<file path="src/rtl/svbft_pkg.sv">
// Shared types, constants and helpers for the servo bus frame transceiver.
package svbft_pkg;

    // Frame constants
    localparam logic [7:0] SYNC_BYTE       = 8'hFF;
    localparam logic [4:0] MAX_PARAMS      = 5'd26;
    localparam logic [7:0] GUARD_RESET     = 8'd5;
    localparam logic [7:0] WR_OPCODE_RESET = 8'd3;
    localparam int         MAX_RESULTS     = 6;
    localparam int         CNT_W           = $clog2(MAX_RESULTS + 1);
    localparam int         PTR_W           = $clog2(MAX_RESULTS);

    // Configuration register indexes
    localparam logic CFG_GUARD_LIMIT = 1'b0;
    localparam logic CFG_WRITE_OP    = 1'b1;

    // Input item modes
    typedef enum logic [1:0] {
        MODE_TX_START = 2'd0,
        MODE_TX_PARAM = 2'd1,
        MODE_RX_BYTE  = 2'd2,
        MODE_RX_TOUT  = 2'd3
    } mode_t;

    // Result kinds
    typedef enum logic [2:0] {
        KIND_TX_BYTE  = 3'd0,
        KIND_RX_BYTE  = 3'd1,
        KIND_RX_DONE  = 3'd2,
        KIND_TX_REJ   = 3'd3,
        KIND_RX_TOUT  = 3'd4
    } kind_t;

    // One result item
    typedef struct packed {
        kind_t      kind;
        logic [7:0] out_byte;
        logic [8:0] byte_index;
        logic [5:0] frame_length;
        logic       checksum_error;
        logic       last;
    } result_t;

    // All results caused by one input item
    typedef struct packed {
        result_t [MAX_RESULTS-1:0] res;
        logic    [CNT_W-1:0]       cnt;
    } group_t;

    function automatic result_t mk_res(kind_t k, logic [7:0] b, logic [8:0] idx,
                                       logic [5:0] flen, logic err, logic lst);
        result_t r;
        r.kind           = k;
        r.out_byte       = b;
        r.byte_index     = idx;
        r.frame_length   = flen;
        r.checksum_error = err;
        r.last           = lst;
        return r;
    endfunction

endpackage

</file>
<file path="src/rtl/svbft_tx.sv">
// Transmit framer: header, parameter echo and checksum generation.
module svbft_tx (
    input  logic                   clk,
    input  logic                   rst_n,
    input  logic                   apply,
    input  svbft_pkg::mode_t       mode,
    input  logic [7:0]             data_byte,
    input  logic [7:0]             device_id,
    input  logic [7:0]             instruction,
    input  logic [4:0]             param_count,
    input  logic [7:0]             guard_limit,
    input  logic [7:0]             write_op,
    output svbft_pkg::group_t      grp
);
    import svbft_pkg::*;

    logic [7:0] tx_sum_reg, tx_sum_next;
    logic [4:0] tx_left_reg, tx_left_next;
    logic [5:0] tx_index_reg, tx_index_next;
    logic [5:0] tx_len_reg, tx_len_next;

    logic       reject;
    logic [4:0] cnt_sat;
    logic [5:0] len6;
    logic [7:0] hdr_sum;
    logic [7:0] par_sum;
    logic [4:0] left_dec;
    logic [5:0] idx_inc;

    // Group build and state update for start and parameter items
    always_comb
    begin
        reject   = (instruction == write_op) && (data_byte <= guard_limit);
        cnt_sat  = (param_count > MAX_PARAMS) ? MAX_PARAMS : param_count;
        len6     = {1'b0, cnt_sat} + 6'd6;
        hdr_sum  = device_id + {3'b0, cnt_sat} + 8'd2 + instruction;
        par_sum  = tx_sum_reg + data_byte;
        left_dec = tx_left_reg - 5'd1;
        idx_inc  = tx_index_reg + 6'd1;

        grp           = '0;
        tx_sum_next   = tx_sum_reg;
        tx_left_next  = tx_left_reg;
        tx_index_next = tx_index_reg;
        tx_len_next   = tx_len_reg;

        case (mode)
            MODE_TX_START:
            begin
                if (reject)
                begin
                    grp.res[0]    = mk_res(KIND_TX_REJ, 8'd0, 9'd0, 6'd0, 1'b0, 1'b1);
                    grp.cnt       = CNT_W'(1);
                    tx_sum_next   = '0;
                    tx_left_next  = '0;
                    tx_index_next = '0;
                    tx_len_next   = '0;
                end
                else
                begin
                    grp.res[0] = mk_res(KIND_TX_BYTE, SYNC_BYTE, 9'd0, len6, 1'b0, 1'b0);
                    grp.res[1] = mk_res(KIND_TX_BYTE, SYNC_BYTE, 9'd1, len6, 1'b0, 1'b0);
                    grp.res[2] = mk_res(KIND_TX_BYTE, device_id, 9'd2, len6, 1'b0, 1'b0);
                    grp.res[3] = mk_res(KIND_TX_BYTE, {3'b0, cnt_sat} + 8'd2, 9'd3, len6,
                                        1'b0, 1'b0);
                    grp.res[4] = mk_res(KIND_TX_BYTE, instruction, 9'd4, len6, 1'b0,
                                        cnt_sat != 5'd0);
                    tx_sum_next  = hdr_sum;
                    tx_left_next = cnt_sat;
                    if (cnt_sat == 5'd0)
                    begin
                        // empty parameter list: checksum closes the frame at once
                        grp.res[5]    = mk_res(KIND_TX_BYTE, ~hdr_sum, 9'd5, len6, 1'b0, 1'b1);
                        grp.cnt       = CNT_W'(6);
                        tx_index_next = 6'd6;
                        tx_len_next   = '0;
                    end
                    else
                    begin
                        grp.cnt       = CNT_W'(5);
                        tx_index_next = 6'd5;
                        tx_len_next   = len6;
                    end
                end
            end
            MODE_TX_PARAM:
            begin
                if (tx_left_reg != 5'd0)
                begin
                    tx_sum_next  = par_sum;
                    tx_left_next = left_dec;
                    grp.res[0]   = mk_res(KIND_TX_BYTE, data_byte, {3'b0, tx_index_reg},
                                          tx_len_reg, 1'b0, left_dec != 5'd0);
                    if (left_dec == 5'd0)
                    begin
                        grp.res[1]    = mk_res(KIND_TX_BYTE, ~par_sum, {3'b0, idx_inc},
                                               tx_len_reg, 1'b0, 1'b1);
                        grp.cnt       = CNT_W'(2);
                        tx_index_next = tx_index_reg + 6'd2;
                    end
                    else
                    begin
                        grp.cnt       = CNT_W'(1);
                        tx_index_next = idx_inc;
                    end
                end
            end
            default:
            begin
                grp = '0;
            end
        endcase
    end

    // Transmit state
    always_ff @(posedge clk or negedge rst_n)
    begin
        if (!rst_n)
        begin
            tx_sum_reg   <= '0;
            tx_left_reg  <= '0;
            tx_index_reg <= '0;
            tx_len_reg   <= '0;
        end
        else if (apply)
        begin
            tx_sum_reg   <= tx_sum_next;
            tx_left_reg  <= tx_left_next;
            tx_index_reg <= tx_index_next;
            tx_len_reg   <= tx_len_next;
        end
    end

endmodule

</file>
<file path="src/rtl/svbft_rx.sv">
// Receive checker: byte numbering, length capture and checksum compare.
module svbft_rx (
    input  logic               clk,
    input  logic               rst_n,
    input  logic               apply,
    input  svbft_pkg::mode_t   mode,
    input  logic [7:0]         data_byte,
    output svbft_pkg::group_t  grp
);
    import svbft_pkg::*;

    logic [8:0] rx_index_reg, rx_index_next;
    logic [8:0] rx_expected_reg, rx_expected_next;
    logic [7:0] rx_sum_reg, rx_sum_next;

    logic [8:0] exp_cur;
    logic       done;
    logic [7:0] chk;

    // Group build and state update for received bytes and timeouts
    always_comb
    begin
        exp_cur = (rx_index_reg == 9'd3) ? (9'd4 + {1'b0, data_byte}) : rx_expected_reg;
        done    = (rx_index_reg >= 9'd3) && (exp_cur != 9'd0) &&
                  (({1'b0, rx_index_reg} + 10'd1) >= {1'b0, exp_cur});
        chk     = ~rx_sum_reg;

        grp              = '0;
        rx_index_next    = rx_index_reg;
        rx_expected_next = rx_expected_reg;
        rx_sum_next      = rx_sum_reg;

        case (mode)
            MODE_RX_BYTE:
            begin
                grp.res[0] = mk_res(KIND_RX_BYTE, data_byte, rx_index_reg, 6'd0, 1'b0, !done);
                if (done)
                begin
                    grp.res[1]       = mk_res(KIND_RX_DONE, chk, rx_index_reg, 6'd0,
                                              chk != data_byte, 1'b1);
                    grp.cnt          = CNT_W'(2);
                    rx_index_next    = '0;
                    rx_expected_next = '0;
                    rx_sum_next      = '0;
                end
                else
                begin
                    grp.cnt          = CNT_W'(1);
                    rx_expected_next = exp_cur;
                    if (rx_index_reg >= 9'd2)
                        rx_sum_next = rx_sum_reg + data_byte;
                    if (rx_index_reg != 9'h1FF)
                        rx_index_next = rx_index_reg + 9'd1;
                end
            end
            MODE_RX_TOUT:
            begin
                grp.res[0]       = mk_res(KIND_RX_TOUT, 8'd0, rx_index_reg, 6'd0, 1'b0, 1'b1);
                grp.cnt          = CNT_W'(1);
                rx_index_next    = '0;
                rx_expected_next = '0;
                rx_sum_next      = '0;
            end
            default:
            begin
                grp = '0;
            end
        endcase
    end

    // Receive state
    always_ff @(posedge clk or negedge rst_n)
    begin
        if (!rst_n)
        begin
            rx_index_reg    <= '0;
            rx_expected_reg <= '0;
            rx_sum_reg      <= '0;
        end
        else if (apply)
        begin
            rx_index_reg    <= rx_index_next;
            rx_expected_reg <= rx_expected_next;
            rx_sum_reg      <= rx_sum_next;
        end
    end

endmodule

</file>
<file path="src/rtl/svbft_emit.sv">
// Result register: holds one group of results and sends them one per transaction.
module svbft_emit (
    input  logic               clk,
    input  logic               rst_n,
    input  logic               load,
    input  svbft_pkg::group_t  grp,
    output logic               free,
    output logic               m_axis_tvalid,
    input  logic               m_axis_tready,
    output logic [23:0]        m_axis_tdata,   // out_byte, byte_index, frame_length, checksum_error
    output logic [2:0]         m_axis_tuser,   // kind
    output logic               m_axis_tlast
);
    import svbft_pkg::*;

    group_t           grp_reg;
    logic [PTR_W-1:0] ptr_reg;
    logic             valid_reg;

    result_t          cur;
    logic             take;
    logic             at_end;

    // Output selection
    always_comb
    begin
        cur           = grp_reg.res[ptr_reg];
        take          = valid_reg && m_axis_tready;
        at_end        = (CNT_W'(ptr_reg) + CNT_W'(1)) == grp_reg.cnt;
        free          = !valid_reg || (take && at_end);
        m_axis_tvalid = valid_reg;
        m_axis_tdata  = {cur.checksum_error, cur.frame_length, cur.byte_index, cur.out_byte};
        m_axis_tuser  = cur.kind;
        m_axis_tlast  = cur.last;
    end

    // Group and pointer registers
    always_ff @(posedge clk or negedge rst_n)
    begin
        if (!rst_n)
        begin
            valid_reg <= 1'b0;
            ptr_reg   <= '0;
        end
        else if (load)
        begin
            valid_reg <= 1'b1;
            ptr_reg   <= '0;
        end
        else if (take && at_end)
        begin
            valid_reg <= 1'b0;
            ptr_reg   <= '0;
        end
        else if (take)
        begin
            ptr_reg <= ptr_reg + PTR_W'(1);
        end
    end

    always_ff @(posedge clk)
    begin
        if (load)
            grp_reg <= grp;
    end

`ifndef ASSERT_OFF
    // A loaded group is never empty
    a_load_nonempty: assert property (@(posedge clk) disable iff (!rst_n)
        load |-> grp.cnt != '0)
        else $error("empty result group loaded");

    // Only load when the register is free
    a_load_free: assert property (@(posedge clk) disable iff (!rst_n)
        load |-> free)
        else $error("result group overwritten");

    // Pointer stays inside the group
    a_ptr_range: assert property (@(posedge clk) disable iff (!rst_n)
        valid_reg |-> (CNT_W'(ptr_reg) < grp_reg.cnt))
        else $error("result pointer out of range");

    // tlast marks exactly the final result of a group
    a_last_end: assert property (@(posedge clk) disable iff (!rst_n)
        valid_reg |-> (m_axis_tlast == at_end))
        else $error("tlast does not match group end");

    // Final transaction without a new load empties the register
    a_drain: assert property (@(posedge clk) disable iff (!rst_n)
        (take && at_end && !load) |=> !valid_reg)
        else $error("result register did not drain");
`endif

endmodule

</file>
<file path="src/rtl/servo_bus_frame_transceiver_core.sv">
// Top level of the servo bus frame transceiver: input register, framers, result register.
//
// Usage:
// - Input items arrive on s_axis (tuser = mode, tdata = data_byte, device_id,
//   instruction, param_count). A tx start emits the frame header (and the checksum when
//   the count is zero), or a reject result for a guarded write; each tx parameter is
//   echoed, and the last one is followed by the inverted checksum. Rx bytes are echoed, numbered
//   and the frame end is reported with a checksum check; an rx timeout ends reception.
// - Results leave on m_axis (tuser = kind); tlast marks the final result of an item.
// - The cfg channel writes guard_address_limit (index 0) or write_opcode (index 1);
//   it is always ready and should be used only while the block is idle.
// Timing:
// - An accepted item is registered in the input register, then turned into its whole
//   result group, which is loaded into the result register once that is free; its first
//   result is then on m_axis.
// - One item per cycle while each item yields at most one result and m_axis does not
//   stall; an item with n results occupies the result register for n output transactions.
// - When m_axis stalls, the result register holds and one more item waits in the
//   input register; s_axis_tready then drops.
// Reset: rst_n clears all frame state and restores the register reset values.
module servo_bus_frame_transceiver_core (
    input  logic        clk,
    input  logic        rst_n,
    input  logic        s_axis_tvalid,
    output logic        s_axis_tready,
    input  logic [31:0] s_axis_tdata,   // data_byte, device_id, instruction, param_count, pad
    input  logic [1:0]  s_axis_tuser,   // mode
    output logic        m_axis_tvalid,
    input  logic        m_axis_tready,
    output logic [23:0] m_axis_tdata,   // out_byte, byte_index, frame_length, checksum_error
    output logic [2:0]  m_axis_tuser,   // kind
    output logic        m_axis_tlast,
    input  logic        cfg_valid,
    output logic        cfg_ready,
    input  logic        cfg_index,
    input  logic [7:0]  cfg_data
);
    import svbft_pkg::*;

    logic [7:0] guard_reg;
    logic [7:0] wr_op_reg;

    logic       in_valid_reg;
    mode_t      mode_reg;
    logic [7:0] data_reg;
    logic [7:0] id_reg;
    logic [7:0] instr_reg;
    logic [4:0] count_reg;

    group_t     tx_grp;
    group_t     rx_grp;
    group_t     sel_grp;
    logic       free;
    logic       advance;
    logic       is_tx;

    assign cfg_ready     = 1'b1;
    assign advance       = in_valid_reg && free;
    assign s_axis_tready = !in_valid_reg || advance;
    assign is_tx         = (mode_reg == MODE_TX_START) || (mode_reg == MODE_TX_PARAM);
    assign sel_grp       = is_tx ? tx_grp : rx_grp;

    // Configuration registers
    always_ff @(posedge clk or negedge rst_n)
    begin
        if (!rst_n)
        begin
            guard_reg <= GUARD_RESET;
            wr_op_reg <= WR_OPCODE_RESET;
        end
        else if (cfg_valid && cfg_ready)
        begin
            case (cfg_index)
                CFG_GUARD_LIMIT: guard_reg <= cfg_data;
                CFG_WRITE_OP:    wr_op_reg <= cfg_data;
                default:         guard_reg <= guard_reg;
            endcase
        end
    end

    // Input register
    always_ff @(posedge clk or negedge rst_n)
    begin
        if (!rst_n)
            in_valid_reg <= 1'b0;
        else if (s_axis_tready)
            in_valid_reg <= s_axis_tvalid;
    end

    always_ff @(posedge clk)
    begin
        if (s_axis_tvalid && s_axis_tready)
        begin
            mode_reg  <= mode_t'(s_axis_tuser);
            data_reg  <= s_axis_tdata[7:0];
            id_reg    <= s_axis_tdata[15:8];
            instr_reg <= s_axis_tdata[23:16];
            count_reg <= s_axis_tdata[28:24];
        end
    end

    svbft_tx u_tx (
        .clk         (clk),
        .rst_n       (rst_n),
        .apply       (advance && is_tx),
        .mode        (mode_reg),
        .data_byte   (data_reg),
        .device_id   (id_reg),
        .instruction (instr_reg),
        .param_count (count_reg),
        .guard_limit (guard_reg),
        .write_op    (wr_op_reg),
        .grp         (tx_grp)
    );

    svbft_rx u_rx (
        .clk       (clk),
        .rst_n     (rst_n),
        .apply     (advance && !is_tx),
        .mode      (mode_reg),
        .data_byte (data_reg),
        .grp       (rx_grp)
    );

    svbft_emit u_emit (
        .clk           (clk),
        .rst_n         (rst_n),
        .load          (advance && (sel_grp.cnt != '0)),
        .grp           (sel_grp),
        .free          (free),
        .m_axis_tvalid (m_axis_tvalid),
        .m_axis_tready (m_axis_tready),
        .m_axis_tdata  (m_axis_tdata),
        .m_axis_tuser  (m_axis_tuser),
        .m_axis_tlast  (m_axis_tlast)
    );

endmodule

</file>
<file path="config.mk">
export PLATFORM = sky130hd
export DESIGN_NAME = servo_bus_frame_transceiver_core
export DESIGN_NICKNAME = d
export VERILOG_FILES = /design/src/rtl/svbft_pkg.sv /design/src/rtl/svbft_tx.sv /design/src/rtl/svbft_rx.sv /design/src/rtl/svbft_emit.sv /design/src/rtl/servo_bus_frame_transceiver_core.sv
export SDC_FILE = /design/constraint.sdc
export NUM_CORES = 1
export LEC_CHECK = 0
export ABC_AREA = 1
export BUFFER_PORTS_ARGS = -buffer_cell sky130_fd_sc_hd__buf_2
export CAP_MARGIN = 20
export CORE_ASPECT_RATIO = 0.7
export CORE_MARGIN = 4
export CORE_UTILIZATION = 30
export DETAILED_ROUTE_END_ITERATION = 8
export PLACE_DENSITY_LB_ADDON = 0.15
export SYNTH_ARGS = -nofsm -noshare
export SYNTH_HDL_FRONTEND = slang
export SYNTH_SLANG_ARGS = --single-unit
</file>
<file path="constraint.sdc">
create_clock -name clk -period 12.8 [get_ports clk]
set_clock_uncertainty 0.2 [all_clocks]
set_input_delay 0.64 -clock clk [delete_from_list [all_inputs] [get_ports clk]]
set_output_delay 0.64 -clock clk [all_outputs]
set_load 0.02 [all_outputs]
</file>
==> flow_metrics.env <==
export IMPL_status="complete, no violations"
export IMPL_numCtsBuffers=22
export IMPL_cp_cell_sequence="ha_1 > nand2_1 > nor2_1 > nand2_2 > o21ai_1 > inv_1 > ha_1 > nand2_1 > inv_1 > nand3_1 > nand2_1 > nand3_1 > nand3_1 > nand3_1 > nand2_1 > nand2_1 > nand2_2 > nand3_1 > o21ai_0"
export IMPL_postPlaceCellArea_um2=11800
export IMPL_fmax_ghz=0.231
export IMPL_fin_crit_sh=0.338
export IMPL_synth_edf_count=130
export IMPL_power_switching_w=0.00134
export IMPL_clk_latency_ps=520
export IMPL_hold_path_class="in2reg"
export IMPL_p_int_w=0.00177
export IMPL_cts_root_buffer="clkbuf_16"
export IMPL_setup_viol_count_final=0
export IMPL_grt_pass1_wl_um=49600
export IMPL_drtPass1Iterations=5
export IMPL_power_frac_clock=0.205
export IMPL_yosys_area_top_type_share=0.359
export IMPL_worstSetupPathType="reg2reg"
export IMPL_p_leak_nw=5.52
export IMPL_antenna_found_initial=0
export IMPL_tightestPinTransition_ps=1060
export IMPL_synthTopCellsByCount="214 x nand2_1, 149 x inv_1, 148 x nor2_1, 130 x edfxtp_1, 104 x o21ai_0"
export IMPL_cts_tree="done"
export IMPL_synth_top_cells_by_area="edfxtp_1 36%, dfrtp_1 16%, nand2_1 7.4%"
export IMPL_die_height_um=167
export IMPL_yosysTopAreaCell="edfxtp_1"
export IMPL_cp_slowest_cell="nand3_1"
export IMPL_portBuffers=74
export IMPL_design_die_area_um2=39400
export IMPL_setup_tns_ps=0
export IMPL_routedWlPerCell_um=18.1
export IMPL_cts_sinks=202
export IMPL_fill_cells=3750
export IMPL_switching_share=0.431
export IMPL_async_flop_share=0.356
export IMPL_syn_avg_cell_area_um2=9.12
export IMPL_largest_reg_flops=99
export IMPL_cpPeakStageDelay_ps=730
export IMPL_grt_ovfl_total=0
export IMPL_synth_most_common_cell="nand2_1"
export IMPL_areaGrowthSynthToFinish_pct=15.3
export IMPL_hpwl_um=22800
export IMPL_hold_violations=0
export IMPL_rsz0062_at_grt="no"
export IMPL_via_per_inst=4.73
export IMPL_clkSlewWorstSetupHoldPaths_ps=70
export IMPL_drc=0
export IMPL_yosysWarnings=0
export IMPL_routed_wl_um=32000
export IMPL_std_cell_rows=58
export IMPL_ios=79
export IMPL_peakVddDrop_mv=0.110
export IMPL_layout_drive_gt1_share=0.130
export IMPL_clk_path_buf_depth=3
export IMPL_drv_slew=0
export IMPL_grt_pass1_vias=8185
export IMPL_p_comb_frac=0.449
export IMPL_synthFlopType="edfxtp_1"
export IMPL_synth_seq_area_share=0.525
export IMPL_antenna_cells=0
export IMPL_initial_core_util=0.303
export IMPL_syn_area_um2=10900
export IMPL_cts_max_level=1
export IMPL_synth_cell_types=54
export IMPL_min_period_ps=4330
export IMPL_cts_resized=0
export IMPL_globalplace_congestion=0.865
export IMPL_ys_ff_latch=202
export IMPL_final_area_um2=12500
export IMPL_maxCapViolations=0
export IMPL_cp_data_required_time_ps=12890
export IMPL_die_w_um=236
export IMPL_vias=8360
export IMPL_drt_iter0_markers=697
export IMPL_endpoint_kind="flop"
export IMPL_post_route_util=0.350
export IMPL_dp_cells=1728
export IMPL_grt_max_degree=55
export IMPL_start_kind="flop"
export IMPL_crit_fanout=21
export IMPL_synth_cells=1192
export IMPL_grt_usage=0.161
export IMPL_ant_nets=0
export IMPL_core_um2=35800
export IMPL_max_slew_margin=0.290
export IMPL_seqPwrFrac=0.346
export IMPL_final_net_count=1377
export IMPL_worstPathArrival_ps=4430
export IMPL_finalNonFillerCells=1769
export IMPL_powerDensity_nw_per_um2=248
==> routing by layer <==
| metal | GRT usage | up-vias | routed length (um) |
|---|---|---|---|
| met5 | 0 | - | 0 |
| met4 | 0.0288 | 0 | 505 |
| met3 | 0.0272 | 36 | 1820 |
| met2 | 0.234 | 232 | 13200 |
| met1 | 0.252 | 3938 | 16600 |
| li1 | - | 4154 | - |
==> cells in the final DEF, fill, tap and decap left out, drive strengths merged, types with 3 or more instances in the layout <==
cell type,instances
buf,87
xor2,20
nand4,9
conb,5
o21ai,113
nand2,226
nor3,9
clkbuf,30
xnor2,19
o221ai,7
nand3,55
dfstp,4
o32ai,3
o211ai,9
edfxtp,130
ha,49
fa,7
or2,8
dfrtp,68
o31ai,6
nor2,155
a21oi,57
inv,156
a31oi,3
clkinv,13
o22ai,16
==> worst paths after layout <==
kind | start | depth (start not counted) | slack, ps | endpoint
min reg2reg | guard_reg[5] | 2 | 280 | guard_reg[5]
max reg2reg | u_rx.rx_index_reg[0] | 19 | 8470 | u_emit.grp_reg[50]
min in group asynchronous | rst_n | 2 | 350 | u_tx.tx_len_reg[3]
max | u_rx.rx_index_reg[0] | 19 | 8470 | u_emit.grp_reg[50]
max in group asynchronous | rst_n | 3 | 10980 | guard_reg[1]
min | s_axis_tdata[27] | 1 | 90 | count_reg[3]
==> power by group through the flow <==
| stage | registers (W) | clock network [W] | logic, W |
|---|---|---|---|
| 2_1_floorplan | 0.00106 | 0 | 0.000981 |
| 3_3_place_gp | 0.00109 | 0 | 0.00140 |
| 3_5_place_dp | 0.00109 | 0 | 0.00141 |
| 4_1_cts | 0.00108 | 0.000661 | 0.00141 |
| 5_1_grt | 0.00110 | 0.000688 | 0.00157 |
| 6_report | 0.00108 | 0.000639 | 0.00140 |
==> worst max-delay path: cells and delay by family, from the launching register on <==
kind,cells,cell delay (ps)
AO/OA/AOI/OAI,2,730
adder cells (fa/ha/maj),2,560
buffers and inverters,2,160
flip-flops,1,460
AND/OR/NAND/NOR,13,1960
==> per-stage QoR <==
step	hold WS, ps	worst slack, ps	total power (W)
final	94.5	8470	0.00311
after global routing	73.4	8210	0.00335
after CTS	66.7	8540	0.00315
after detailed placement	274	8560	0.00249
after global placement	266	8620	0.00249
after floorplan	144	5600	0.00204
==> layout make-up <==
| type | count | area, um2 | share of cell area |
|---|---|---|---|
| Timing Repair Buffer | 88 | 480 | 0.0383 |
| Tap cell | 480 | 601 | 0.0479 |
| Clock inverter | 10 | 95.1 | 0.00758 |
| Sequential cell | 202 | 5710 | 0.455 |
| Multi-Input combinational cell | 798 | 4430 | 0.354 |
| Clock buffer | 30 | 612 | 0.0488 |
| Inverter | 161 | 606 | 0.0483 |
==> cells by family (layout without fill, tap and decap cells) <==
| kind of cell | after synthesis | after routing | share of synthesized area |
|---|---|---|---|
| compound gates | 229 | 229 | 0.122 |
| xor+xnor | 39 | 39 | 0.0314 |
| fa+ha+maj | 56 | 56 | 0.0693 |
| buf+inv | 195 | 289 | 0.0693 |
| flops | 202 | 202 | 0.525 |
| mux | 2 | 2 | 0.00207 |
| other cells | 2 | 5 | 0.000691 |
| simple gates | 467 | 467 | 0.180 |
==> timing repair <==
action / 4_1_cts / 5_1_grt
setup buffers: 0 / 0
hold buffers: 1 / 0
endpoints found under the hold margin: 18 / 0
Note: power is estimated with default switching activity, not from simulation.
